--- src/hw/rtl/sop_pkg.sv ---
// ============================================================================
// Security option parser package
// Shared types and constants for the option value parser.
// ============================================================================
package sop_pkg;

    // Parse position inside the option value
    typedef enum logic [3:0] {
        ST_FLAGS   = 4'd0,
        ST_FLAGS2  = 4'd1,
        ST_CORR    = 4'd2,
        ST_RX      = 4'd3,
        ST_TX      = 4'd4,
        ST_MID_LO  = 4'd5,
        ST_MID_HI  = 4'd6,
        ST_CTXLEN  = 4'd7,
        ST_CTX     = 4'd8,
        ST_TAIL    = 4'd9
    } t_stage;

    // Kind of byte streamed out with a result
    typedef enum logic [1:0] {
        KIND_NONE = 2'd0,
        KIND_CTX  = 2'd1,
        KIND_KID  = 2'd2
    } t_byte_kind;

    // Bit positions in the flags byte and the second length byte
    localparam int unsigned FL_M_BIT = 6;
    localparam int unsigned FL_H_BIT = 5;
    localparam int unsigned FL_T_BIT = 4;
    localparam int unsigned FL_F_BIT = 3;
    localparam int unsigned FL_R_BIT = 6;

    typedef struct packed {
        t_byte_kind  byte_kind;
        logic [7:0]  out_byte;
        logic        done_res;
        logic        ok;
        logic        ts_present;
        logic        resync_request;
        logic [3:0]  phase;
        logic [63:0] corresponding_tx_time;
        logic [63:0] receive_time;
        logic [63:0] transmit_time;
        logic [15:0] e2e_id;
        logic [4:0]  context_length;
    } t_result;

endpackage

--- src/hw/rtl/sop_core.sv ---
// ============================================================================
// Security option parser core
// Parse state, field decode and result formation, one byte per cycle when i_step is high.
// ============================================================================
module sop_core #(
    parameter int unsigned MAX_STAMP_BYTES   = 7,
    parameter int unsigned MAX_KID_BYTES     = 7,
    parameter int unsigned MAX_CONTEXT_BYTES = 16
) (
    input  logic             i_clk,
    input  logic             i_rst_n,
    input  logic             i_step,
    input  logic [7:0]       i_data_byte,
    input  logic             i_present,
    input  logic             i_last_byte,
    input  logic [15:0]      i_message_id,
    input  logic             i_is_request,
    output logic             o_res_valid,
    output sop_pkg::t_result o_res
);

    // Field from which a search for the next non-empty field starts
    localparam logic [2:0] FROM_CORR = 3'd0;
    localparam logic [2:0] FROM_RX   = 3'd1;
    localparam logic [2:0] FROM_TX   = 3'd2;
    localparam logic [2:0] FROM_MID  = 3'd3;
    localparam logic [2:0] FROM_CTX  = 3'd4;

    typedef struct packed {
        sop_pkg::t_stage stage;
        logic [4:0]      left;
        logic            fail;
    } t_seek;

    sop_pkg::t_stage r_stage, n_stage;
    logic [7:0]      r_flags, n_flags;
    logic [5:0]      r_lens, n_lens;
    logic [4:0]      r_left, n_left;
    logic [2:0]      r_shift, n_shift;
    logic [63:0]     r_corr, n_corr;
    logic [63:0]     r_rx, n_rx;
    logic [63:0]     r_tx, n_tx;
    logic [15:0]     r_id, n_id;
    logic [4:0]      r_ctx_len, n_ctx_len;
    logic [3:0]      r_kid_count, n_kid_count;
    logic            r_failed, n_failed;
    logic            r_resync, n_resync;
    logic            w_clear;
    logic [63:0]     w_lane;
    t_seek           w_seek;

    // Find the first field, from step k on, that still needs bytes
    function automatic t_seek seek(input logic [2:0] k, input logic [7:0] flags,
                                   input logic [5:0] lens);
        t_seek      s;
        logic       take_corr;
        logic       take_rx;
        logic       has_ts;
        s.stage   = sop_pkg::ST_TAIL;
        s.left    = '0;
        s.fail    = 1'b0;
        has_ts    = flags[sop_pkg::FL_T_BIT];
        take_corr = (k == FROM_CORR) && (lens[5:3] != 3'd0);
        take_rx   = (k <= FROM_RX) && (lens[2:0] != 3'd0);
        s.fail    = !take_corr && !take_rx && (k <= FROM_TX) && has_ts &&
                    ({1'b0, flags[2:0]} > 4'(MAX_STAMP_BYTES));
        priority if (take_corr) begin
            s.stage = sop_pkg::ST_CORR;
            s.left  = {2'b00, lens[5:3]};
        end else if (take_rx) begin
            s.stage = sop_pkg::ST_RX;
            s.left  = {2'b00, lens[2:0]};
        end else if ((k <= FROM_TX) && has_ts && (flags[2:0] != 3'd0)) begin
            s.stage = sop_pkg::ST_TX;
            s.left  = {2'b00, flags[2:0]};
        end else if ((k <= FROM_MID) && flags[sop_pkg::FL_M_BIT]) begin
            s.stage = sop_pkg::ST_MID_LO;
        end else if ((k <= FROM_CTX) && flags[sop_pkg::FL_H_BIT]) begin
            s.stage = sop_pkg::ST_CTXLEN;
        end else begin
            s.stage = sop_pkg::ST_TAIL;
        end
        return s;
    endfunction

    assign w_lane  = 64'(i_data_byte) << {r_shift, 3'b000};
    assign w_clear = !i_present || i_last_byte;

    // Next state after this byte, before the end-of-option clear
    always_comb begin
        n_stage     = r_stage;
        n_flags     = r_flags;
        n_lens      = r_lens;
        n_left      = r_left;
        n_shift     = r_shift;
        n_corr      = r_corr;
        n_rx        = r_rx;
        n_tx        = r_tx;
        n_id        = r_id;
        n_ctx_len   = r_ctx_len;
        n_kid_count = r_kid_count;
        n_failed    = r_failed;
        n_resync    = r_resync;
        w_seek      = '{stage: sop_pkg::ST_TAIL, left: '0, fail: 1'b0};
        if (i_present && !r_failed) begin
            unique case (r_stage)
                sop_pkg::ST_FLAGS: begin
                    n_flags = i_data_byte;
                    if (i_data_byte[sop_pkg::FL_T_BIT]) begin
                        if (i_data_byte[sop_pkg::FL_F_BIT]) begin
                            n_stage = sop_pkg::ST_FLAGS2;
                        end else begin
                            n_resync = 1'b1;
                            w_seek   = seek(FROM_TX, i_data_byte, r_lens);
                            n_stage  = w_seek.stage;
                            n_left   = w_seek.left;
                            n_shift  = '0;
                            n_failed = w_seek.fail;
                        end
                    end else begin
                        w_seek   = seek(FROM_MID, i_data_byte, r_lens);
                        n_stage  = w_seek.stage;
                        n_left   = w_seek.left;
                        n_shift  = '0;
                        n_failed = w_seek.fail;
                    end
                end
                sop_pkg::ST_FLAGS2: begin
                    n_resync = i_data_byte[sop_pkg::FL_R_BIT];
                    n_lens   = i_data_byte[5:0];
                    w_seek   = seek(FROM_CORR, r_flags, i_data_byte[5:0]);
                    n_stage  = w_seek.stage;
                    n_left   = w_seek.left;
                    n_shift  = '0;
                    n_failed = w_seek.fail ||
                               ({1'b0, i_data_byte[5:3]} > 4'(MAX_STAMP_BYTES)) ||
                               ({1'b0, i_data_byte[2:0]} > 4'(MAX_STAMP_BYTES));
                end
                sop_pkg::ST_CORR, sop_pkg::ST_RX, sop_pkg::ST_TX: begin
                    // Each byte lands in its own lane, so OR equals the add
                    unique case (r_stage)
                        sop_pkg::ST_CORR: n_corr = r_corr | w_lane;
                        sop_pkg::ST_RX:   n_rx   = r_rx | w_lane;
                        default:          n_tx   = r_tx | w_lane;
                    endcase
                    n_shift = r_shift + 3'd1;
                    n_left  = r_left - 5'd1;
                    if (n_left == 5'd0) begin
                        unique case (r_stage)
                            sop_pkg::ST_CORR: w_seek = seek(FROM_RX, r_flags, r_lens);
                            sop_pkg::ST_RX:   w_seek = seek(FROM_TX, r_flags, r_lens);
                            default:          w_seek = seek(FROM_MID, r_flags, r_lens);
                        endcase
                        n_stage  = w_seek.stage;
                        n_left   = w_seek.left;
                        n_shift  = '0;
                        n_failed = w_seek.fail;
                    end
                end
                sop_pkg::ST_MID_LO: begin
                    n_id    = {8'h00, i_data_byte};
                    n_stage = sop_pkg::ST_MID_HI;
                end
                sop_pkg::ST_MID_HI: begin
                    n_id     = {i_data_byte, r_id[7:0]};
                    w_seek   = seek(FROM_CTX, r_flags, r_lens);
                    n_stage  = w_seek.stage;
                    n_left   = w_seek.left;
                    n_shift  = '0;
                    n_failed = w_seek.fail;
                end
                sop_pkg::ST_CTXLEN: begin
                    if (i_data_byte > 8'(MAX_CONTEXT_BYTES)) begin
                        n_failed = 1'b1;
                    end else begin
                        n_ctx_len = i_data_byte[4:0];
                        if (i_data_byte[4:0] != 5'd0) begin
                            n_stage = sop_pkg::ST_CTX;
                            n_left  = i_data_byte[4:0];
                        end else begin
                            n_stage = sop_pkg::ST_TAIL;
                        end
                    end
                end
                sop_pkg::ST_CTX: begin
                    n_left = r_left - 5'd1;
                    if (n_left == 5'd0) begin
                        n_stage = sop_pkg::ST_TAIL;
                    end
                end
                sop_pkg::ST_TAIL: begin
                    if (i_is_request && (r_kid_count < 4'(MAX_KID_BYTES))) begin
                        n_kid_count = r_kid_count + 4'd1;
                    end else begin
                        n_failed = 1'b1;
                    end
                end
                default: begin
                    n_failed = 1'b1;
                end
            endcase
        end
    end

    // Result of this byte: streamed byte and, at the end, the summary
    always_comb begin
        o_res           = '0;
        o_res.byte_kind = sop_pkg::KIND_NONE;
        if (i_present && !r_failed) begin
            if (r_stage == sop_pkg::ST_CTX) begin
                o_res.byte_kind = sop_pkg::KIND_CTX;
                o_res.out_byte  = i_data_byte;
            end else if (r_stage == sop_pkg::ST_TAIL && i_is_request &&
                         (r_kid_count < 4'(MAX_KID_BYTES))) begin
                o_res.byte_kind = sop_pkg::KIND_KID;
                o_res.out_byte  = i_data_byte;
            end
        end
        if (!i_present) begin
            o_res.done_res = 1'b1;
            o_res.ok       = 1'b1;
            o_res.e2e_id   = i_message_id;
        end else if (i_last_byte) begin
            o_res.done_res = 1'b1;
            if (!n_failed && n_stage == sop_pkg::ST_TAIL) begin
                o_res.ok             = 1'b1;
                o_res.ts_present     = n_flags[sop_pkg::FL_T_BIT];
                o_res.context_length = n_ctx_len;
                o_res.e2e_id         = n_flags[sop_pkg::FL_M_BIT] ? n_id : i_message_id;
                if (n_flags[sop_pkg::FL_T_BIT]) begin
                    o_res.resync_request        = n_resync;
                    o_res.corresponding_tx_time = n_corr;
                    o_res.receive_time          = n_rx;
                    o_res.transmit_time         = n_rx + n_tx;
                end else begin
                    o_res.phase = n_flags[3:0];
                end
            end
        end
        o_res_valid = (o_res.byte_kind != sop_pkg::KIND_NONE) || w_clear;
    end

    always_ff @(posedge i_clk) begin
        if (!i_rst_n || (i_step && w_clear)) begin
            r_stage     <= sop_pkg::ST_FLAGS;
            r_flags     <= '0;
            r_lens      <= '0;
            r_left      <= '0;
            r_shift     <= '0;
            r_corr      <= '0;
            r_rx        <= '0;
            r_tx        <= '0;
            r_id        <= '0;
            r_ctx_len   <= '0;
            r_kid_count <= '0;
            r_failed    <= 1'b0;
            r_resync    <= 1'b0;
        end else if (i_step) begin
            r_stage     <= n_stage;
            r_flags     <= n_flags;
            r_lens      <= n_lens;
            r_left      <= n_left;
            r_shift     <= n_shift;
            r_corr      <= n_corr;
            r_rx        <= n_rx;
            r_tx        <= n_tx;
            r_id        <= n_id;
            r_ctx_len   <= n_ctx_len;
            r_kid_count <= n_kid_count;
            r_failed    <= n_failed;
            r_resync    <= n_resync;
        end
    end

endmodule

--- src/hw/rtl/security_option_parser.sv ---
// ============================================================================
// Security option parser
// Parses one security option value a byte at a time and streams context and
// key identifier bytes, ending each option with a summary.
//
//   channel | direction | handshake          | payload
//   --------+-----------+--------------------+-----------------------------
//   input   | in        | i_valid / o_stall  | byte, present, last, id, req
//   result  | out       | o_valid / i_stall  | byte kind/value and summary
//
// One byte per cycle while the result side does not stall: a transfer lands in
// the input register, is decoded against the parse state in one pass and lands
// in the result register, and a new byte can follow every cycle.
// The input side stalls only while both registers hold an item and the
// result side stalls. Reset (synchronous) returns to expecting a flags byte.
// ============================================================================
module security_option_parser #(
    parameter int unsigned MAX_STAMP_BYTES   = 7,
    parameter int unsigned MAX_KID_BYTES     = 7,
    parameter int unsigned MAX_CONTEXT_BYTES = 16
) (
    input  logic        i_clk,
    input  logic        i_rst_n,
    input  logic        i_valid,
    output logic        o_stall,
    input  logic [7:0]  i_data_byte,
    input  logic        i_present,
    input  logic        i_last_byte,
    input  logic [15:0] i_message_id,
    input  logic        i_is_request,
    output logic        o_valid,
    input  logic        i_stall,
    output logic [1:0]  o_byte_kind,
    output logic [7:0]  o_out_byte,
    output logic        o_done_res,
    output logic        o_ok,
    output logic        o_ts_present,
    output logic        o_resync_request,
    output logic [3:0]  o_phase,
    output logic [63:0] o_corresponding_tx_time,
    output logic [63:0] o_receive_time,
    output logic [63:0] o_transmit_time,
    output logic [15:0] o_e2e_id,
    output logic [4:0]  o_context_length
);

    logic             r_in_valid;
    logic [7:0]       r_data_byte;
    logic             r_present;
    logic             r_last_byte;
    logic [15:0]      r_message_id;
    logic             r_is_request;
    logic             r_out_valid;
    sop_pkg::t_result r_res;
    sop_pkg::t_result w_res;
    logic             w_res_valid;
    logic             w_step;
    logic             w_accept;

    // Advance the held byte whenever the result register is free or draining
    assign w_step   = r_in_valid && (!r_out_valid || !i_stall);
    assign o_stall  = r_in_valid && !w_step;
    assign w_accept = i_valid && !o_stall;

    sop_core #(
        .MAX_STAMP_BYTES   (MAX_STAMP_BYTES),
        .MAX_KID_BYTES     (MAX_KID_BYTES),
        .MAX_CONTEXT_BYTES (MAX_CONTEXT_BYTES)
    ) u_core (
        .i_clk        (i_clk),
        .i_rst_n      (i_rst_n),
        .i_step       (w_step),
        .i_data_byte  (r_data_byte),
        .i_present    (r_present),
        .i_last_byte  (r_last_byte),
        .i_message_id (r_message_id),
        .i_is_request (r_is_request),
        .o_res_valid  (w_res_valid),
        .o_res        (w_res)
    );

    always_ff @(posedge i_clk) begin
        if (!i_rst_n) begin
            r_in_valid <= 1'b0;
        end else if (w_accept) begin
            r_in_valid <= 1'b1;
        end else if (w_step) begin
            r_in_valid <= 1'b0;
        end
    end

    always_ff @(posedge i_clk) begin
        if (w_accept) begin
            r_data_byte  <= i_data_byte;
            r_present    <= i_present;
            r_last_byte  <= i_last_byte;
            r_message_id <= i_message_id;
            r_is_request <= i_is_request;
        end
    end

    // Drop bytes that produce no result; hold a stalled result
    always_ff @(posedge i_clk) begin
        if (!i_rst_n) begin
            r_out_valid <= 1'b0;
        end else if (w_step) begin
            r_out_valid <= w_res_valid;
        end else if (!i_stall) begin
            r_out_valid <= 1'b0;
        end
    end

    always_ff @(posedge i_clk) begin
        if (w_step) begin
            r_res <= w_res;
        end
    end

    assign o_valid                 = r_out_valid;
    assign o_byte_kind             = r_res.byte_kind;
    assign o_out_byte              = r_res.out_byte;
    assign o_done_res              = r_res.done_res;
    assign o_ok                    = r_res.ok;
    assign o_ts_present            = r_res.ts_present;
    assign o_resync_request        = r_res.resync_request;
    assign o_phase                 = r_res.phase;
    assign o_corresponding_tx_time = r_res.corresponding_tx_time;
    assign o_receive_time          = r_res.receive_time;
    assign o_transmit_time         = r_res.transmit_time;
    assign o_e2e_id                = r_res.e2e_id;
    assign o_context_length        = r_res.context_length;

endmodule
--- config.mk ---
export PLATFORM = sky130hd
export DESIGN_NAME = security_option_parser
export DESIGN_NICKNAME = d
export VERILOG_FILES = /design/src/hw/rtl/sop_pkg.sv /design/src/hw/rtl/sop_core.sv /design/src/hw/rtl/security_option_parser.sv
export SDC_FILE = /design/constraint.sdc
export NUM_CORES = 1
export LEC_CHECK = 0
export BUFFER_PORTS_ARGS = -buffer_cell sky130_fd_sc_hd__buf_2
export CORE_ASPECT_RATIO = 1.5
export CORE_MARGIN = 1
export CORE_UTILIZATION = 40
export CTS_CLUSTER_DIAMETER = 200
export DETAILED_ROUTE_END_ITERATION = 8
export PLACE_DENSITY = 0.6
export SLEW_MARGIN = 20
export SYNTH_ARGS = -nofsm -noshare
export SYNTH_HDL_FRONTEND = slang
export SYNTH_SLANG_ARGS = --single-unit
--- constraint.sdc ---
create_clock -name i_clk -period 16.65 [get_ports i_clk]
set_clock_uncertainty 0.15 [all_clocks]
set_input_delay 2.4975 -clock i_clk [delete_from_list [all_inputs] [get_ports i_clk]]
set_output_delay 2.4975 -clock i_clk [all_outputs]
set_load 0.05 [all_outputs]
=== Yosys cells after proc, flatten, opt, wreduce, memory -nomap -nowiden ===
Index checks and enable logic that the tools add are counted.
Widths: inputs -> output; s select.

* Add/subtract/negate cells: 4
* Order comparisons: 2
* Equal/unequal tests: 14
* Shift-type cells: 1
* Multiplexer cells: 71
* Bitwise logic cells: 6
* Reduce and logical (&&, ||, !) cells: 46

{| class="wikitable"
|+ Operators by type and width
! kind !! number
|-
| $mux 64 || 9
|-
| $mux 221 || 1
|-
| $mux 220 || 1
|-
| $mux 192 || 1
|-
| $or 64x64->64 || 3
|-
| $add 64x64->64 || 1
|-
| $shl 8x6->64 || 1
|-
| $mux 4 || 13
|-
| $mux 16 || 3
|-
| $mux 5 || 8
|-
| $pmux 16 s2 || 1
|-
| $mux 10 || 3
|-
| $pmux 5 s6 || 1
|-
| $pmux 4 s7 || 1
|-
| $mux 9 || 3
|-
| $pmux 10 s2 || 1
|-
| $eq 4x3->1 const B || 4
|-
| $mux 1 || 15
|-
| $mux 3 || 5
|-
| $reduce_bool 3->1 || 5
|-
| $mux 7 || 2
|-
| $eq 4x4->1 const B || 3
|-
| $reduce_and 4->1 || 3
|-
| $logic_and 1x1->1 || 11
|-
| 26 further kinds || 45
|}

* Register bits after elaboration: 501
* Bits of input ports: 31
* Output and inout bits: 233

=== Depth between registers and ports, before layout ===
Gate-level depths: netlist (run 1).

* Depth after elaboration: 13
* Depth in mapped cells: 18
* Depth with buffers taken out: 15

=== By module ===
A second synthesis (run 1) with hierarchy kept.

* Cell total of the unflattened synthesis: 2538
* Area total of the unflattened synthesis: 24145.7 µm²

{| class="wikitable"
|+ By module, submodules not included
! module !! times used !! cells an instance !! area an instance (µm²) !! sequential area each (µm²)
|-
| sop_core || 1 || 2272 || 16311.9 || 4824.6
|-
| security_option_parser || 1 || 266 || 7833.8 || 7787.5
|}

=== Least setup slack after synthesis (run 1) ===
No wires, ideal clock.

* Path type: input-to-reg
* From: input i_stall
* To: register u_core.r_id[10]
* Arrival: 9.907 ns
* Data required time: 16.033 ns
* Setup slack: 6.126 ns
* Stages on the path: 6
* Path buffers: 2
* Path through: nand2_1 > nand2_1 > inv_2 > clkbuf_1 > clkbuf_1 > a211oi_1

* Word-level cells in the longest chain between the ends: 5

{| class="wikitable"
|+ RTL lines
! element !! RTL line !! text
|-
| from (decl) || security_option_parser.sv:32 || <nowiki>input logic i_stall,</nowiki>
|-
| $logic_not 1->1 (*) || -- ||
|-
| $logic_or 1x1->1 (*) || security_option_parser.sv:61 || <nowiki>assign w_step = r_in_valid && (!r_out_valid || !i_stall);</nowiki>
|-
| $logic_and 1x1->1 (*) || security_option_parser.sv:61 ||
|-
| via u_core.i_step || sop_core.sv:12 || <nowiki>input logic i_step,</nowiki>
|-
| $logic_and 1x1->1 || sop_core.sv:244 || <nowiki>if (!i_rst_n || (i_step && w_clear)) begin</nowiki>
|-
| $logic_or 1x1->1 || sop_core.sv:244 ||
|-
| to (signal assigned) || sop_core.sv:267 || <nowiki>r_id <= n_id;</nowiki>
|-
| to (decl) || sop_core.sv:43 || <nowiki>logic [15:0] r_id, n_id;</nowiki>
|}

The timed path passes the listed nets; every way through them passes the cells marked *.
A chain may end at the register's enable or synchronous reset.

=== Worst setup path in the final report (run 1) ===
* From: register u_core.r_stage[2]
* To: register r_res (netlist bit o_transmit_time[52]), data pin

* Elaborated cells between the ends (all ways): 35
* Classes of those cells: 1 x add/sub; 10 x eq/ne; 16 x mux; 8 x reduce/logical

{| class="wikitable"
|+ RTL lines
! element !! RTL line !! text
|-
| from (decl) || sop_core.sv:35 || <nowiki>sop_pkg::t_stage r_stage, n_stage;</nowiki>
|-
| from (signal assigned) || sop_core.sv:245 || <nowiki>r_stage <= sop_pkg::ST_FLAGS;</nowiki>
|-
| from (signal assigned) || sop_core.sv:259 || <nowiki>r_stage <= n_stage;</nowiki>
|-
| $eq 4x2->1 || sop_core.sv:106, sop_core.sv:141 ||
|-
| $reduce_or 2->1 (no source line) || -- ||
|-
| $mux 64 || sop_core.sv:141 || <nowiki>unique case (r_stage)</nowiki>
|-
| $mux 64 (*) || sop_core.sv:106 || <nowiki>unique case (r_stage)</nowiki>
|-
| $mux 64 (*) || sop_core.sv:105 || <nowiki>if (i_present && !r_failed) begin</nowiki>
|-
| via u_core.n_tx[0] || sop_core.sv:42 || <nowiki>logic [63:0] r_tx, n_tx;</nowiki>
|-
| $add 64x64->64 (*) || sop_core.sv:234 || <nowiki>o_res.transmit_time = n_rx + n_tx;</nowiki>
|-
| to (signal assigned) || security_option_parser.sv:115 || <nowiki>r_res <= w_res;</nowiki>
|-
| to (decl) || security_option_parser.sv:54 || <nowiki>sop_pkg::t_result r_res;</nowiki>
|}

Marks and branches as above.

==> results of run 1 <==
[registers in the layout, summed over array words and instances (netlist names), 2 cells and up]
signal / flops
u_core.r_ctx_len: 5
r_data_byte: 8
o_out_byte: 8
o_corresponding_tx_time: 64
u_core.r_corr: 64
o_e2e_id: 16
u_core.r_shift: 3
u_core.r_id: 16
u_core.r_flags: 7
u_core.r_stage: 4
u_core.r_left: 5
u_core.r_rx: 64
o_context_length: 5
o_phase: 4
u_core.r_lens: 3
r_message_id: 16
u_core.r_tx: 64
o_byte_kind: 2
o_transmit_time: 64
o_receive_time: 64
u_core.r_kid_count: 4
[power breakdown]
part / total, W / internal (W) / switching, W
combinational: 0.000219 / 0.0000393 / 0.000180
clock: 0.00120 / 0.000708 / 0.000494
sequential: 0.00134 / 0.00132 / 0.0000129
total: 0.00276 / 0.00207 / 0.000687
[logic make-up after synthesis]
logic type | count (synthesis) | synth area share, %
compound gates | 691 | 20.04
xor+xnor | 61 | 2.234
fa+ha+maj | 68 | 3.589
buf+inv | 298 | 4.871
flops | 501 | 52.74
mux | 30 | 1.261
simple gates | 821 | 15.26
[layout make-up]
cell class / instances / area (um2) / share of cell area, %
multi-input cells: 1671 / 10210 / 37.18
repair buffers: 296 / 1568 / 5.710
clock inverters: 31 / 374.1 / 1.362
inverters: 93 / 357.8 / 1.303
flip-flops and latches: 501 / 12610 / 45.93
clock buffers: 61 / 1364 / 4.967
well taps: 777 / 972.2 / 3.541
[per-stage QoR]
stage               worst slack (ns)  instances
floorplan                      6.126       2470
global placement               9.910       3338
detailed placement             9.825       3338
CTS                            10.46       3430
global route                   10.22       3430
finish                         10.61       3430
[per-layer routing]
layer / vias up / global-route usage, % / part of all wire (%)
li1: 9310 / - / -
met1: 9552 / 29.43 / 41
met2: 713 / 42.14 / 49
met3: 166 / 3.987 / 5.8
met4: 0 / 10.28 / 4.1
met5: - / 0 / 0
[cells in the final DEF (no fill, tap or decap), types with 65 or more instances in the layout]
cell / Yosys / final
nor2_1: 437 / 436
buf_2: 13 / 263
edfxtp_1: 258 / 258
dfxtp_1: 243 / 243
a21oi_1: 173 / 173
a31oi_1: 137 / 137
nand2_1: 129 / 127
inv_1: 91 / 91
nor3_1: 86 / 84
o21ai_0: 78 / 78
ha_1: 67 / 67
a31o_2: 65 / 65
[worst max-delay path, cell delays in order, from the launching register on]
cell	delay, ns
dfxtp_1	0.65
nor2b_1	0.35
and3_2	0.55
buf_4	0.55
a31o_2	0.25
ha_1	0.20
fa_1	0.27
a211oi_1	0.12
o211ai_1	0.28
nand2_1	0.25
o41ai_1	0.67
a211oi_1	0.15
buf_4	0.21
o31ai_1	0.67
a21oi_1	0.20
xor2_1	0.17
nor2_1	0.05
[final timing paths]
| kind | to | slack [ns] | cells after the start |
|---|---|---|---|
| min | u_core.r_id[5]$_SDFFE_PP0P_ | 0.31 | 2 |
| min reg2reg | u_core.r_id[5]$_SDFFE_PP0P_ | 0.31 | 2 |
| max | o_transmit_time[52]$_SDFFCE_PN0P_ | 10.61 | 16 |
| max reg2reg | o_transmit_time[52]$_SDFFCE_PN0P_ | 10.61 | 16 |
==> impl_results.html, run 1 <==
<table>
<tr><th>Metric</th><th>Value</th></tr>
<tr><th colspan="2">Global route</th></tr>
<tr><td>Vias in the first global route</td><td>19.47k</td></tr>
<tr><td>Pin count of the biggest net entering global routing</td><td>130</td></tr>
<tr><td>Overall overflow remaining after global route</td><td>0</td></tr>
<tr><td>Overall global routing resource usage</td><td>24.19%</td></tr>
<tr><td>Wire length of the first global-routing pass</td><td>114300 um</td></tr>
<tr><td>Antenna violations before repair</td><td>0</td></tr>
<tr><th colspan="2">CTS</th></tr>
<tr><td>Clock slew seen by the registers of the worst setup and hold paths</td><td>0.06 ns</td></tr>
<tr><td>Buffer cell driving the clock tree root</td><td>clkbuf_16</td></tr>
<tr><td>Clock tree from TritonCTS</td><td>yes</td></tr>
<tr><td>Clock latency at the later pin of the worst-skew pair</td><td>0.60 ns</td></tr>
<tr><td>Post-CTS resize count</td><td>0</td></tr>
<tr><td>Number of hold buffers added after cts</td><td>0</td></tr>
<tr><td>Number of buffers created by CTS</td><td>49</td></tr>
<tr><td>Count of H-tree levels built during CTS</td><td>2</td></tr>
<tr><td>Number of sinks driven by the clock tree</td><td>501</td></tr>
<tr><td>Number of setup buffers added after CTS</td><td>0</td></tr>
<tr><td>Number of buffers on the longest clock path</td><td>3</td></tr>
<tr><th colspan="2">Final layout</th></tr>
<tr><td>Layout area overhead</td><td>14.82%</td></tr>
<tr><td>Fraction of the core area covered by cells at the end of the flow</td><td>46.50%</td></tr>
<tr><td>Proportion of layout cells with a drive suffix above 1</td><td>17.87%</td></tr>
<tr><td>Antenna diode count</td><td>0</td></tr>
<tr><td>Cell area after layout</td><td>27460 um2</td></tr>
<tr><td>Layout filler cell count</td><td>5641</td></tr>
<tr><td>Number of nets in the finished design</td><td>2711</td></tr>
<tr><th colspan="2">Route</th></tr>
<tr><td>Post-DR wirelength/cell</td><td>21.88 um</td></tr>
<tr><td>First DRT Iteration DRCs</td><td>1593</td></tr>
<tr><td>Total Wirelength</td><td>75050 um</td></tr>
<tr><td>Number of vias per cell</td><td>5.755</td></tr>
<tr><td>Detailed-route via count</td><td>19.74k</td></tr>
<tr><td>Count of unresolved DRC violations after routing</td><td>0</td></tr>
<tr><td>Number of routed nets with antenna violations</td><td>0</td></tr>
<tr><td>Detailed-router iteration count before antenna repair</td><td>6</td></tr>
<tr><th colspan="2">Placed design</th></tr>
<tr><td>IO Port Bufs</td><td>263</td></tr>
<tr><td>Last weighted congestion value of the routability-driven placer</td><td>0.9309</td></tr>
<tr><td>Placed wire-length estimate</td><td>49730 um</td></tr>
<tr><td>Post-detailed-placement cell area</td><td>25710 um2</td></tr>
<tr><th colspan="2">STA</th></tr>
<tr><td>Number of hold violations in the final report</td><td>0</td></tr>
<tr><td>Max Transition Viols Final</td><td>0</td></tr>
<tr><td>Summed negative setup slack over all endpoints</td><td>0 ns</td></tr>
<tr><td>Worst-Margin Slew</td><td>1.055 ns</td></tr>
<tr><td>Max-slew headroom</td><td>29.66%</td></tr>
<tr><td>Setup-violating endpoint count in the final report</td><td>0</td></tr>
<tr><td>RSZ-0062 raised after global routing</td><td>false</td></tr>
<tr><td>Maximum clock frequency</td><td>0.1656 GHz</td></tr>
<tr><td>Final worst path period need</td><td>6.040 ns</td></tr>
<tr><td>Worst hold slack after final layout</td><td>0.3057 ns</td></tr>
<tr><td>Post-route clock period utilization</td><td>36.28%</td></tr>
<tr><th colspan="2">Worst hold path</th></tr>
<tr><td>Worst min path class</td><td>register to register</td></tr>
<tr><td>Worst Min Path Start</td><td>u_core.r_id[5]$_SDFFE_PP0P_</td></tr>
<tr><th colspan="2">Synth</th></tr>
<tr><td>Most instantiated library cell after synthesis</td><td>nor2_1</td></tr>
<tr><td>Post-Syn Instances</td><td>2470</td></tr>
<tr><td>Top post-synthesis cells by count</td><td>nor2_1, edfxtp_1, dfxtp_1, a21oi_1, clkbuf_1</td></tr>
<tr><td>Proportion of synthesized chip area in sequential cells</td><td>52.74%</td></tr>
<tr><td>Yosys synthesis warning count</td><td>0</td></tr>
<tr><td>Top area cells in the synthesized netlist</td><td>edfxtp_1, dfxtp_1, nor2_1, a21oi_1, a31oi_1</td></tr>
<tr><td>Number of nets in the synthesized netlist</td><td>2569</td></tr>
<tr><td>Library cells used by synthesis</td><td>79</td></tr>
<tr><td>Area fraction of the dominant cell type after synthesis</td><td>32.40%</td></tr>
<tr><td>Commonest register cell after synthesis</td><td>edfxtp_1</td></tr>
<tr><td>Number of synthesized register bits</td><td>501</td></tr>
<tr><td>Number of flops mapped to enable cells by yosys</td><td>258</td></tr>
<tr><td>Syn avg cell area</td><td>9.681 um2</td></tr>
<tr><td>Top cell type by total area after synthesis</td><td>edfxtp_1</td></tr>
<tr><td>Synthesized cell area</td><td>23910 um2</td></tr>
<tr><td>Async set-or-reset flop fraction in the synthesized netlist</td><td>0%</td></tr>
<tr><th colspan="2">Die</th></tr>
<tr><td>Core area</td><td>59050 um2</td></tr>
<tr><td>Std-Cell Rows</td><td>109</td></tr>
<tr><td>Number of I/O pins</td><td>264</td></tr>
<tr><td>Area of the die</td><td>60780 um2</td></tr>
<tr><td>Die Width</td><td>201.6 um</td></tr>
<tr><td>Vertical die dimension</td><td>301.5 um</td></tr>
<tr><td>Initial Util</td><td>40.49%</td></tr>
<tr><th colspan="2">Worst setup path</th></tr>
<tr><td>Arr. time, crit path</td><td>6.23 ns</td></tr>
<tr><td>Kind of start point of the critical path</td><td>register</td></tr>
<tr><td>Classification of the worst setup path</td><td>register to register</td></tr>
<tr><td>Reg-to-Reg Start</td><td>u_core.r_stage[2]$_SDFFE_PP0P_</td></tr>
<tr><td>Crit path launch</td><td>u_core.r_stage[2]$_SDFFE_PP0P_</td></tr>
<tr><td>Crit path capture type</td><td>register</td></tr>
<tr><td>Peak fanout along the critical path</td><td>46</td></tr>
<tr><td>Worst Path Required</td><td>16.84 ns</td></tr>
<tr><th colspan="2">Power and ir drop</th></tr>
<tr><td>Total Power</td><td>0.002759 W</td></tr>
<tr><td>P per Cell Area</td><td>100.5 nW/um2</td></tr>
<tr><td>Static power due to leakage</td><td>10.79 nW</td></tr>
<tr><td>Worst IR drop on VDD</td><td>0.00007636 V</td></tr>
<tr><th colspan="2">Run</th></tr>
<tr><td>Number of maximum-capacitance constraint violations</td><td>0</td></tr>
<tr><th colspan="2">Run status</th></tr>
<tr><td>Run status</td><td>finished, final reports clean</td></tr>
</table>
No activity file was read; power rests on OpenSTA's default activity.
==> run 2, diff against run 1 <==
clock period = 5.9 ns   (was 16.65 ns; I/O delays follow)
==> run 2 against run 1 <==
Effect of this change: utilization grew 0.15 points; global-route usage increased by 0.56 points; sequential share of layout area is 0.15 points lower; worst setup slack got worse by 10 ns; register-to-register slack worse by 10 ns; via count increased by 1.2%; sequential cell count unchanged; hold slack about the same; clock power rose to 2.6 times the previous value; critical endpoint is now o_transmit_time[63]$_SDFFCE_PN0P_.
==> impl_results.html, run 2 (synthesis results as in run 1) <==
<table>
<tr><th>Metric</th><th>Value</th></tr>
<tr><th colspan="2">Worst setup path</th></tr>
<tr><td>Number of cells traversed by the worst register-to-register path</td><td>14 (was 16)</td></tr>
<tr><td>Arr. time, crit path</td><td>5.68 ns (was 6.23 ns)</td></tr>
<tr><td>Worst Path Required</td><td>6.10 ns (was 16.84 ns)</td></tr>
<tr><td>Peak fanout along the critical path</td><td>37 (was 46)</td></tr>
<tr><td>Classification of the worst setup path</td><td>register to register (unchanged)</td></tr>
<tr><td>Reg-to-Reg Start</td><td>u_core.r_stage[1]$_SDFFE_PP0P_ (was u_core.r_stage[2]$_SDFFE_PP0P_)</td></tr>
<tr><td>Crit path capture type</td><td>register (unchanged)</td></tr>
<tr><td>Slack of the worst reg-to-reg path</td><td>0.42 ns (was 10.61 ns)</td></tr>
<tr><td>R2r endpoint</td><td>o_transmit_time[63]$_SDFFCE_PN0P_ (was o_transmit_time[52]$_SDFFCE_PN0P_)</td></tr>
<tr><td>Kind of start point of the critical path</td><td>register (unchanged)</td></tr>
<tr><th colspan="2">Final layout</th></tr>
<tr><td>Leading cell types in the layout, fill and taps excluded</td><td>nor2_1, buf_2, edfxtp_1 (unchanged)</td></tr>
<tr><td>Proportion of layout cells with a drive suffix above 1</td><td>18.57% (was 17.87%)</td></tr>
<tr><td>Fin cells</td><td>3454 (was 3430)</td></tr>
<tr><td>Layout area overhead</td><td>15.20% (was 14.82%)</td></tr>
<tr><td>Most common cell after layout, fill and taps aside</td><td>nor2_1 (unchanged)</td></tr>
<tr><td>Antenna diode count</td><td>0 (unchanged)</td></tr>
<tr><td>Number of nets in the finished design</td><td>2736 (was 2711)</td></tr>
<tr><th colspan="2">Die</th></tr>
<tr><td>Std-Cell Rows</td><td>109 (unchanged)</td></tr>
<tr><td>Vertical die dimension</td><td>301.5 um (unchanged)</td></tr>
<tr><td>Initial Util</td><td>40.49% (unchanged)</td></tr>
<tr><td>Number of I/O pins</td><td>264 (unchanged)</td></tr>
<tr><td>Area of the die</td><td>60780 um2 (unchanged)</td></tr>
<tr><td>Core area</td><td>59050 um2 (unchanged)</td></tr>
<tr><td>Die Width</td><td>201.6 um (unchanged)</td></tr>
<tr><th colspan="2">STA</th></tr>
<tr><td>Final worst path period need</td><td>5.482 ns (was 6.040 ns)</td></tr>
<tr><td>RSZ-0062 raised after global routing</td><td>false (unchanged)</td></tr>
<tr><td>Worst-Margin Slew</td><td>1.016 ns (was 1.055 ns)</td></tr>
<tr><td>Number of hold violations in the final report</td><td>0 (unchanged)</td></tr>
<tr><td>Max-slew headroom</td><td>32.20% (was 29.66%)</td></tr>
<tr><td>Maximum clock frequency</td><td>0.1824 GHz (was 0.1656 GHz)</td></tr>
<tr><td>Summed negative setup slack over all endpoints</td><td>0 ns (unchanged)</td></tr>
<tr><td>Setup-violating endpoint count in the final report</td><td>0 (unchanged)</td></tr>
<tr><td>Post-route clock period utilization</td><td>92.91% (was 36.28%)</td></tr>
<tr><td>Max Transition Viols Final</td><td>0 (unchanged)</td></tr>
<tr><th colspan="2">Placed design</th></tr>
<tr><td>Last weighted congestion value of the routability-driven placer</td><td>0.9055 (was 0.9309)</td></tr>
<tr><td>DP Cell Count</td><td>3364 (was 3338)</td></tr>
<tr><td>IO Port Bufs</td><td>263 (unchanged)</td></tr>
<tr><td>Placed wire-length estimate</td><td>53680 um (was 49730 um)</td></tr>
<tr><th colspan="2">CTS</th></tr>
<tr><td>Number of buffers created by CTS</td><td>48 (was 49)</td></tr>
<tr><td>Number of sinks driven by the clock tree</td><td>501 (unchanged)</td></tr>
<tr><td>Number of buffers on the longest clock path</td><td>3 (unchanged)</td></tr>
<tr><td>Clock slew seen by the registers of the worst setup and hold paths</td><td>0.07 ns (was 0.06 ns)</td></tr>
<tr><td>Count of H-tree levels built during CTS</td><td>2 (unchanged)</td></tr>
<tr><td>Buffer cell driving the clock tree root</td><td>clkbuf_16 (unchanged)</td></tr>
<tr><td>Post-CTS resize count</td><td>0 (unchanged)</td></tr>
<tr><td>Clock latency at the later pin of the worst-skew pair</td><td>0.62 ns (was 0.60 ns)</td></tr>
<tr><td>Clock tree from TritonCTS</td><td>yes (unchanged)</td></tr>
<tr><td>Number of setup buffers added after CTS</td><td>0 (unchanged)</td></tr>
<tr><td>Number of hold buffers added after cts</td><td>0 (unchanged)</td></tr>
<tr><th colspan="2">Global route</th></tr>
<tr><td>Antenna violations before repair</td><td>0 (unchanged)</td></tr>
<tr><td>Overall global routing resource usage</td><td>24.75% (was 24.19%)</td></tr>
<tr><td>Pin count of the biggest net entering global routing</td><td>107 (was 130)</td></tr>
<tr><td>Vias in the first global route</td><td>19.61k (was 19.47k)</td></tr>
<tr><td>Overall overflow remaining after global route</td><td>0 (unchanged)</td></tr>
<tr><td>Wire length of the first global-routing pass</td><td>117000 um (was 114300 um)</td></tr>
<tr><th colspan="2">Power and ir drop</th></tr>
<tr><td>Static power due to leakage</td><td>10.87 nW (was 10.79 nW)</td></tr>
<tr><td>Worst IR drop on VDD</td><td>0.0001989 V (was 0.00007636 V)</td></tr>
<tr><td>P per Cell Area</td><td>274.0 nW/um2 (was 100.5 nW/um2)</td></tr>
<tr><th colspan="2">Route</th></tr>
<tr><td>Post-DR wirelength/cell</td><td>22.33 um (was 21.88 um)</td></tr>
<tr><td>Total Wirelength</td><td>77130 um (was 75050 um)</td></tr>
<tr><td>Detailed-router iteration count before antenna repair</td><td>5 (was 6)</td></tr>
<tr><td>Number of routed nets with antenna violations</td><td>0 (unchanged)</td></tr>
<tr><td>Number of vias per cell</td><td>5.782 (was 5.755)</td></tr>
<tr><td>Count of unresolved DRC violations after routing</td><td>0 (unchanged)</td></tr>
<tr><td>First DRT Iteration DRCs</td><td>1431 (was 1593)</td></tr>
<tr><td>Detailed-route via count</td><td>19.97k (was 19.74k)</td></tr>
<tr><th colspan="2">Worst hold path</th></tr>
<tr><td>Worst Hold Path Cells</td><td>1 (was 2)</td></tr>
<tr><td>Hold Path Sink</td><td>r_message_id[10]$_DFFE_PP_ (was u_core.r_id[5]$_SDFFE_PP0P_)</td></tr>
<tr><td>Worst min path class</td><td>input pin to register (was register to register)</td></tr>
<tr><td>Worst Min Path Start</td><td>i_message_id[10] (was u_core.r_id[5]$_SDFFE_PP0P_)</td></tr>
<tr><th colspan="2">Run</th></tr>
<tr><td>Number of maximum-capacitance constraint violations</td><td>0 (unchanged)</td></tr>
<tr><th colspan="2">Run status</th></tr>
<tr><td>Run status</td><td>finished, final reports clean (unchanged)</td></tr>
</table>
run 2: routing by layer:
metal	track usage [%]	wire length (um)	vias to the layer above
li1	-	-	9359
met1	30.18	31410	9716
met2	43.37	38220	723
met3	3.761	4191	172
met4	10.35	3310	0
met5	0	0	-
run 2: worst max-delay path, cell delays in order, from the launching register on:
cell and delay (ns):
dfxtp_1 0.45, nor2b_1 0.34, and3_2 0.80, buf_4 0.47
a31o_2 0.23, ha_1 0.30, a2111oi_0 0.45, o221ai_1 0.21
nand2_1 0.17, nand4_1 0.09, a311oi_1 0.56, nor2_1 0.20
a2111oi_0 0.51, xor2_1 0.21, nor2_1 0.06
run 2: worst max-delay path by stage:
stage	start	end	slack, ns	cells past startpoint
2_1_floorplan	i_stall	o_byte_kind[0]$_DFFE_PP_	0.59	5
3_3_place_gp	u_core.r_stage[1]$_SDFFE_PP0P_	o_transmit_time[63]$_SDFFCE_PN0P_	0.44	14
3_5_place_dp	u_core.r_stage[1]$_SDFFE_PP0P_	o_transmit_time[63]$_SDFFCE_PN0P_	0.50	14
4_1_cts	u_core.r_stage[1]$_SDFFE_PP0P_	o_transmit_time[63]$_SDFFCE_PN0P_	0.43	14
5_1_grt	u_core.r_stage[1]$_SDFFE_PP0P_	o_transmit_time[63]$_SDFFCE_PN0P_	0.07	14
6_report	u_core.r_stage[1]$_SDFFE_PP0P_	o_transmit_time[63]$_SDFFCE_PN0P_	0.42	14
run 2: per-stage QoR:
step / total power, W / hold slack, ns / worst slack, ns / area, um2 / util, %
after floorplan: 0.004294 / 0.2860 / 0.5874 / 23910 / -
after global placement: 0.004487 / 0.2921 / 0.4351 / 25960 / 43.95
after detailed placement: 0.004490 / 0.3016 / 0.4980 / 25960 / 43.95
after CTS: 0.007620 / 0.2860 / 0.4253 / 27550 / 46.65
after global routing: 0.007783 / 0.2816 / 0.06530 / 27550 / 46.65
final: 0.007548 / 0.3061 / 0.4184 / 27550 / 46.65
run 2: where the power goes:
| part | switching [W] | leakage (nW) | internal, W | total, W |
|---|---|---|---|---|
| registers | 0.0000500 | 4.42 | 0.00374 | 0.00379 |
| logic | 0.000504 | 5.66 | 0.000122 | 0.000626 |
| clock network | 0.00141 | 0.785 | 0.00172 | 0.00313 |
| total | 0.00196 | 10.9 | 0.00558 | 0.00755 |
run 2: cell type report:
cell class	instances	area, um2
fillers	5661	31510
multi-input cells	1671	10190
clock buffers	64	1358
clock inverters	26	232.7
inverters	93	357.8
well taps	777	972.2
flip-flops and latches	501	12610
repair buffers	322	1822
==> run 3, diff against run 2 <==
clock period = 6 ns   (was 5.9 ns; I/O delays follow)
==> run 3 against run 2 <==
Effect of this change: count of clock-buffer cells in the layout rose by 5; utilization rose by 0.20 points; via count fell by 0.18%; sequential share of layout area fell by 0.20 points; maximum frequency fell by 1.4%; sequential power fell by 2%; combinational power fell by 2%; sequential cell count did not move; first-iteration DRC count fell by 8.2%; clock power rose by 7.0%; critical path type unchanged.
==> impl_results.html, run 3 (synthesis results as in run 1) <==
<table>
<tr><th>Metric</th><th>Value</th></tr>
<tr><th colspan="2">Run status</th></tr>
<tr><td>Run status</td><td>finished, final reports clean (unchanged)</td></tr>
<tr><th colspan="2">Worst setup path</th></tr>
<tr><td>Reg-to-Reg Start</td><td>u_core.r_stage[2]$_SDFFE_PP0P_ (was u_core.r_stage[1]$_SDFFE_PP0P_)</td></tr>
<tr><td>Kind of start point of the critical path</td><td>register (unchanged)</td></tr>
<tr><td>Crit path launch</td><td>u_core.r_stage[2]$_SDFFE_PP0P_ (was u_core.r_stage[1]$_SDFFE_PP0P_)</td></tr>
<tr><td>Classification of the worst setup path</td><td>register to register (unchanged)</td></tr>
<tr><td>CP delay by family, top</td><td>compound AO/OA/AOI/OAI gates (unchanged)</td></tr>
<tr><td>Slack of the worst reg-to-reg path</td><td>0.44 ns (was 0.42 ns)</td></tr>
<tr><td>Critical path buffer and inverter count</td><td>1 (unchanged)</td></tr>
<tr><td>Crit path capture type</td><td>register (unchanged)</td></tr>
<tr><td>Worst path cell trace</td><td>nor2b_1 &gt; and3_2 &gt; buf_4 &gt; a31o_2 &gt; ha_1 &gt; a211oi_1 &gt; o211ai_1 &gt; nand4_1 &gt; nand4_1 &gt; a311oi_1 &gt; nor2_1 &gt; a2111oi_0 &gt; xor2_1 &gt; nor2_1 (was nor2b_1 &gt; and3_2 &gt; buf_4 &gt; a31o_2 &gt; ha_1 &gt; a2111oi_0 &gt; o221ai_1 &gt; nand2_1 &gt; nand4_1 &gt; a311oi_1 &gt; nor2_1 &gt; a2111oi_0 &gt; xor2_1 &gt; nor2_1)</td></tr>
<tr><td>Worst Path Required</td><td>6.20 ns (was 6.10 ns)</td></tr>
<tr><td>Total number of cells along the worst setup path</td><td>14 (unchanged)</td></tr>
<tr><td>Worst setup endpoint</td><td>o_transmit_time[63]$_SDFFCE_PN0P_ (unchanged)</td></tr>
<tr><td>Peak fanout along the critical path</td><td>23 (was 37)</td></tr>
<tr><td>Cell at the slowest stage of the critical path</td><td>a311oi_1 (was and3_2)</td></tr>
<tr><td>Maximum single-stage delay on the critical path</td><td>0.74 ns (was 0.80 ns)</td></tr>
<tr><td>R2r endpoint</td><td>o_transmit_time[63]$_SDFFCE_PN0P_ (unchanged)</td></tr>
<tr><td>Arr. time, crit path</td><td>5.75 ns (was 5.68 ns)</td></tr>
<tr><td>Number of cells traversed by the worst register-to-register path</td><td>14 (unchanged)</td></tr>
<tr><th colspan="2">CTS</th></tr>
<tr><td>Post-CTS resize count</td><td>0 (unchanged)</td></tr>
<tr><td>Number of sinks driven by the clock tree</td><td>501 (unchanged)</td></tr>
<tr><td>Count of H-tree levels built during CTS</td><td>2 (unchanged)</td></tr>
<tr><td>Clock latency at the later pin of the worst-skew pair</td><td>0.62 ns (about the same)</td></tr>
<tr><td>Number of hold buffers added after cts</td><td>0 (unchanged)</td></tr>
<tr><td>Number of buffers created by CTS</td><td>50 (was 48)</td></tr>
<tr><td>Buffer cell driving the clock tree root</td><td>clkbuf_16 (unchanged)</td></tr>
<tr><td>Number of setup buffers added after CTS</td><td>0 (unchanged)</td></tr>
<tr><td>Clock slew seen by the registers of the worst setup and hold paths</td><td>0.06 ns (was 0.07 ns)</td></tr>
<tr><td>Clock tree from TritonCTS</td><td>yes (unchanged)</td></tr>
<tr><td>Number of buffers on the longest clock path</td><td>3 (unchanged)</td></tr>
<tr><th colspan="2">Global route</th></tr>
<tr><td>Pin count of the biggest net entering global routing</td><td>204 (was 107)</td></tr>
<tr><td>Overall overflow remaining after global route</td><td>0 (unchanged)</td></tr>
<tr><td>Wire length of the first global-routing pass</td><td>116300 um (was 117000 um)</td></tr>
<tr><td>Antenna violations before repair</td><td>1 (was 0)</td></tr>
<tr><td>Overall global routing resource usage</td><td>24.69% (was 24.75%)</td></tr>
<tr><td>Vias in the first global route</td><td>19.46k (was 19.61k)</td></tr>
<tr><th colspan="2">Final layout</th></tr>
<tr><td>Number of nets in the finished design</td><td>2732 (was 2736)</td></tr>
<tr><td>Cell area after layout</td><td>27670 um2 (was 27550 um2)</td></tr>
<tr><td>Antenna diode count</td><td>0 (unchanged)</td></tr>
<tr><td>Layout area overhead</td><td>15.70% (was 15.20%)</td></tr>
<tr><td>Proportion of layout cells with a drive suffix above 1</td><td>18.39% (was 18.57%)</td></tr>
<tr><td>Most common cell after layout, fill and taps aside</td><td>nor2_1 (unchanged)</td></tr>
<tr><td>Leading cell types in the layout, fill and taps excluded</td><td>nor2_1, buf_2, edfxtp_1 (unchanged)</td></tr>
<tr><th colspan="2">Die</th></tr>
<tr><td>Die Width</td><td>201.6 um (unchanged)</td></tr>
<tr><td>Area of the die</td><td>60780 um2 (unchanged)</td></tr>
<tr><td>Vertical die dimension</td><td>301.5 um (unchanged)</td></tr>
<tr><td>Core area</td><td>59050 um2 (unchanged)</td></tr>
<tr><td>Std-Cell Rows</td><td>109 (unchanged)</td></tr>
<tr><td>Initial Util</td><td>40.49% (unchanged)</td></tr>
<tr><td>Number of I/O pins</td><td>264 (unchanged)</td></tr>
<tr><th colspan="2">Route</th></tr>
<tr><td>Met3 routed wirelength</td><td>4339 um (was 4191 um)</td></tr>
<tr><td>Post-DR wirelength/cell</td><td>22.26 um (was 22.33 um)</td></tr>
<tr><td>Uppermost layer routed</td><td>met4 (unchanged)</td></tr>
<tr><td>Detailed-route via count</td><td>19.93k (was 19.97k)</td></tr>
<tr><td>First DRT Iteration DRCs</td><td>1314 (was 1431)</td></tr>
<tr><td>Number of routed nets with antenna violations</td><td>0 (unchanged)</td></tr>
<tr><td>Detailed-router iteration count before antenna repair</td><td>5 (unchanged)</td></tr>
<tr><td>Detailed route wirelength on metal2</td><td>38020 um (was 38220 um)</td></tr>
<tr><td>Total Wirelength</td><td>76840 um (was 77130 um)</td></tr>
<tr><td>Met1 routed wirelength after detailed routing</td><td>31410 um (about the same)</td></tr>
<tr><td>Count of unresolved DRC violations after routing</td><td>0 (unchanged)</td></tr>
<tr><td>Number of vias per cell</td><td>5.775 (was 5.782)</td></tr>
<tr><th colspan="2">STA</th></tr>
<tr><td>Post-route clock period utilization</td><td>92.64% (was 92.91%)</td></tr>
<tr><td>Max-slew headroom</td><td>25.49% (was 32.20%)</td></tr>
<tr><td>Worst-Margin Slew</td><td>1.118 ns (was 1.016 ns)</td></tr>
<tr><td>Max Transition Viols Final</td><td>0 (unchanged)</td></tr>
<tr><td>Setup-violating endpoint count in the final report</td><td>0 (unchanged)</td></tr>
<tr><td>Maximum clock frequency</td><td>0.1799 GHz (was 0.1824 GHz)</td></tr>
<tr><td>Final worst path period need</td><td>5.559 ns (was 5.482 ns)</td></tr>
<tr><td>Number of hold violations in the final report</td><td>0 (unchanged)</td></tr>
<tr><td>Final WS setup</td><td>0.4414 ns (was 0.4184 ns)</td></tr>
<tr><td>Summed negative setup slack over all endpoints</td><td>0 ns (unchanged)</td></tr>
<tr><td>RSZ-0062 raised after global routing</td><td>false (unchanged)</td></tr>
<tr><th colspan="2">Power and ir drop</th></tr>
<tr><td>Worst IR drop on VDD</td><td>0.0002631 V (was 0.0001989 V)</td></tr>
<tr><td>P per Cell Area</td><td>278.0 nW/um2 (was 274.0 nW/um2)</td></tr>
<tr><td>Static power due to leakage</td><td>10.91 nW (was 10.87 nW)</td></tr>
<tr><td>Total Power</td><td>0.007691 W (was 0.007548 W)</td></tr>
<tr><th colspan="2">Worst hold path</th></tr>
<tr><td>Worst min path class</td><td>register to register (was input pin to register)</td></tr>
<tr><th colspan="2">Placed design</th></tr>
<tr><td>Post-detailed-placement cell area</td><td>25920 um2 (was 25960 um2)</td></tr>
<tr><td>IO Port Bufs</td><td>263 (unchanged)</td></tr>
<tr><td>Worst slack after detailed placement</td><td>0.5349 ns (was 0.4980 ns)</td></tr>
<tr><td>Last weighted congestion value of the routability-driven placer</td><td>0.9395 (was 0.9055)</td></tr>
<tr><td>Placed wire-length estimate</td><td>52930 um (was 53680 um)</td></tr>
<tr><th colspan="2">Run</th></tr>
<tr><td>Number of maximum-capacitance constraint violations</td><td>0 (unchanged)</td></tr>
</table>
[run 3: cell count changes in the layout (fill, tap and decap cells not counted), moves of 2 or more]
cell and delta:
inv_16 +2, buf_4 -6, bufinv_16 +4, inv_6 -2
clkbuf_1 +4, clkinv_8 -2, clkbuf_16 +2
[run 3: per-layer routing]
layer  vias to the layer above  GRT usage (%)
met1                      9733          30.61
met2                       692          42.91
met3                       165          3.620
li1                       9344              -
met4                         0          10.03
met5                         -              0
[run 3: how the worst min path moves through the flow]
| stage | from | end | slack, ns | cells past startpoint |
|---|---|---|---|---|
| 2_1_floorplan | u_core.r_id[0]$_SDFFE_PP0P_ | u_core.r_id[0]$_SDFFE_PP0P_ | 0.29 | 2 |
| 3_3_place_gp | u_core.r_id[6]$_SDFFE_PP0P_ | u_core.r_id[6]$_SDFFE_PP0P_ | 0.29 | 2 |
| 3_5_place_dp | u_core.r_id[5]$_SDFFE_PP0P_ | u_core.r_id[5]$_SDFFE_PP0P_ | 0.30 | 2 |
| 4_1_cts | i_message_id[8] | r_message_id[8]$_DFFE_PP_ | 0.29 | 1 |
| 5_1_grt | i_message_id[12] | r_message_id[12]$_DFFE_PP_ | 0.30 | 1 |
| 6_report | u_core.r_id[5]$_SDFFE_PP0P_ | u_core.r_id[5]$_SDFFE_PP0P_ | 0.31 | 2 |
[run 3: worst reg2reg max path, cell delays in order (launching register included)]
cell and delay, ns:
dfxtp_1 0.64, nor2b_1 0.36, and3_2 0.61, buf_4 0.38
a31o_2 0.23, ha_1 0.31, a211oi_1 0.34, o211ai_1 0.17
nand4_1 0.16, nand4_1 0.17, a311oi_1 0.74, nor2_1 0.22
a2111oi_0 0.57, xor2_1 0.18, nor2_1 0.05
[run 3: cell type report]
| class | count | area, um2 |
|---|---|---|
| repair buffers | 316 | 1777 |
| fillers | 5661 | 31390 |
| flip-flops and latches | 501 | 12610 |
| clock inverters | 25 | 326.6 |
| multi-input cells | 1671 | 10200 |
| inverters | 93 | 357.8 |
| clock buffers | 69 | 1424 |
| well taps | 777 | 972.2 |
[run 3: report_power, final]
part	internal, W	switching [W]
logic	0.000119	0.000496
clock network	0.00194	0.00141
registers	0.00368	0.0000513
[run 3: metrics by stage]
stage | utilization (%) | hold slack (ns) | cells
after global routing | 46.85 | 0.2958 | 3452
after CTS | 46.85 | 0.2895 | 3452
after detailed placement | 43.89 | 0.2986 | 3358
final | 46.85 | 0.3078 | 3452
after global placement | 43.88 | 0.2939 | 3358
after floorplan | - | 0.2860 | 2470
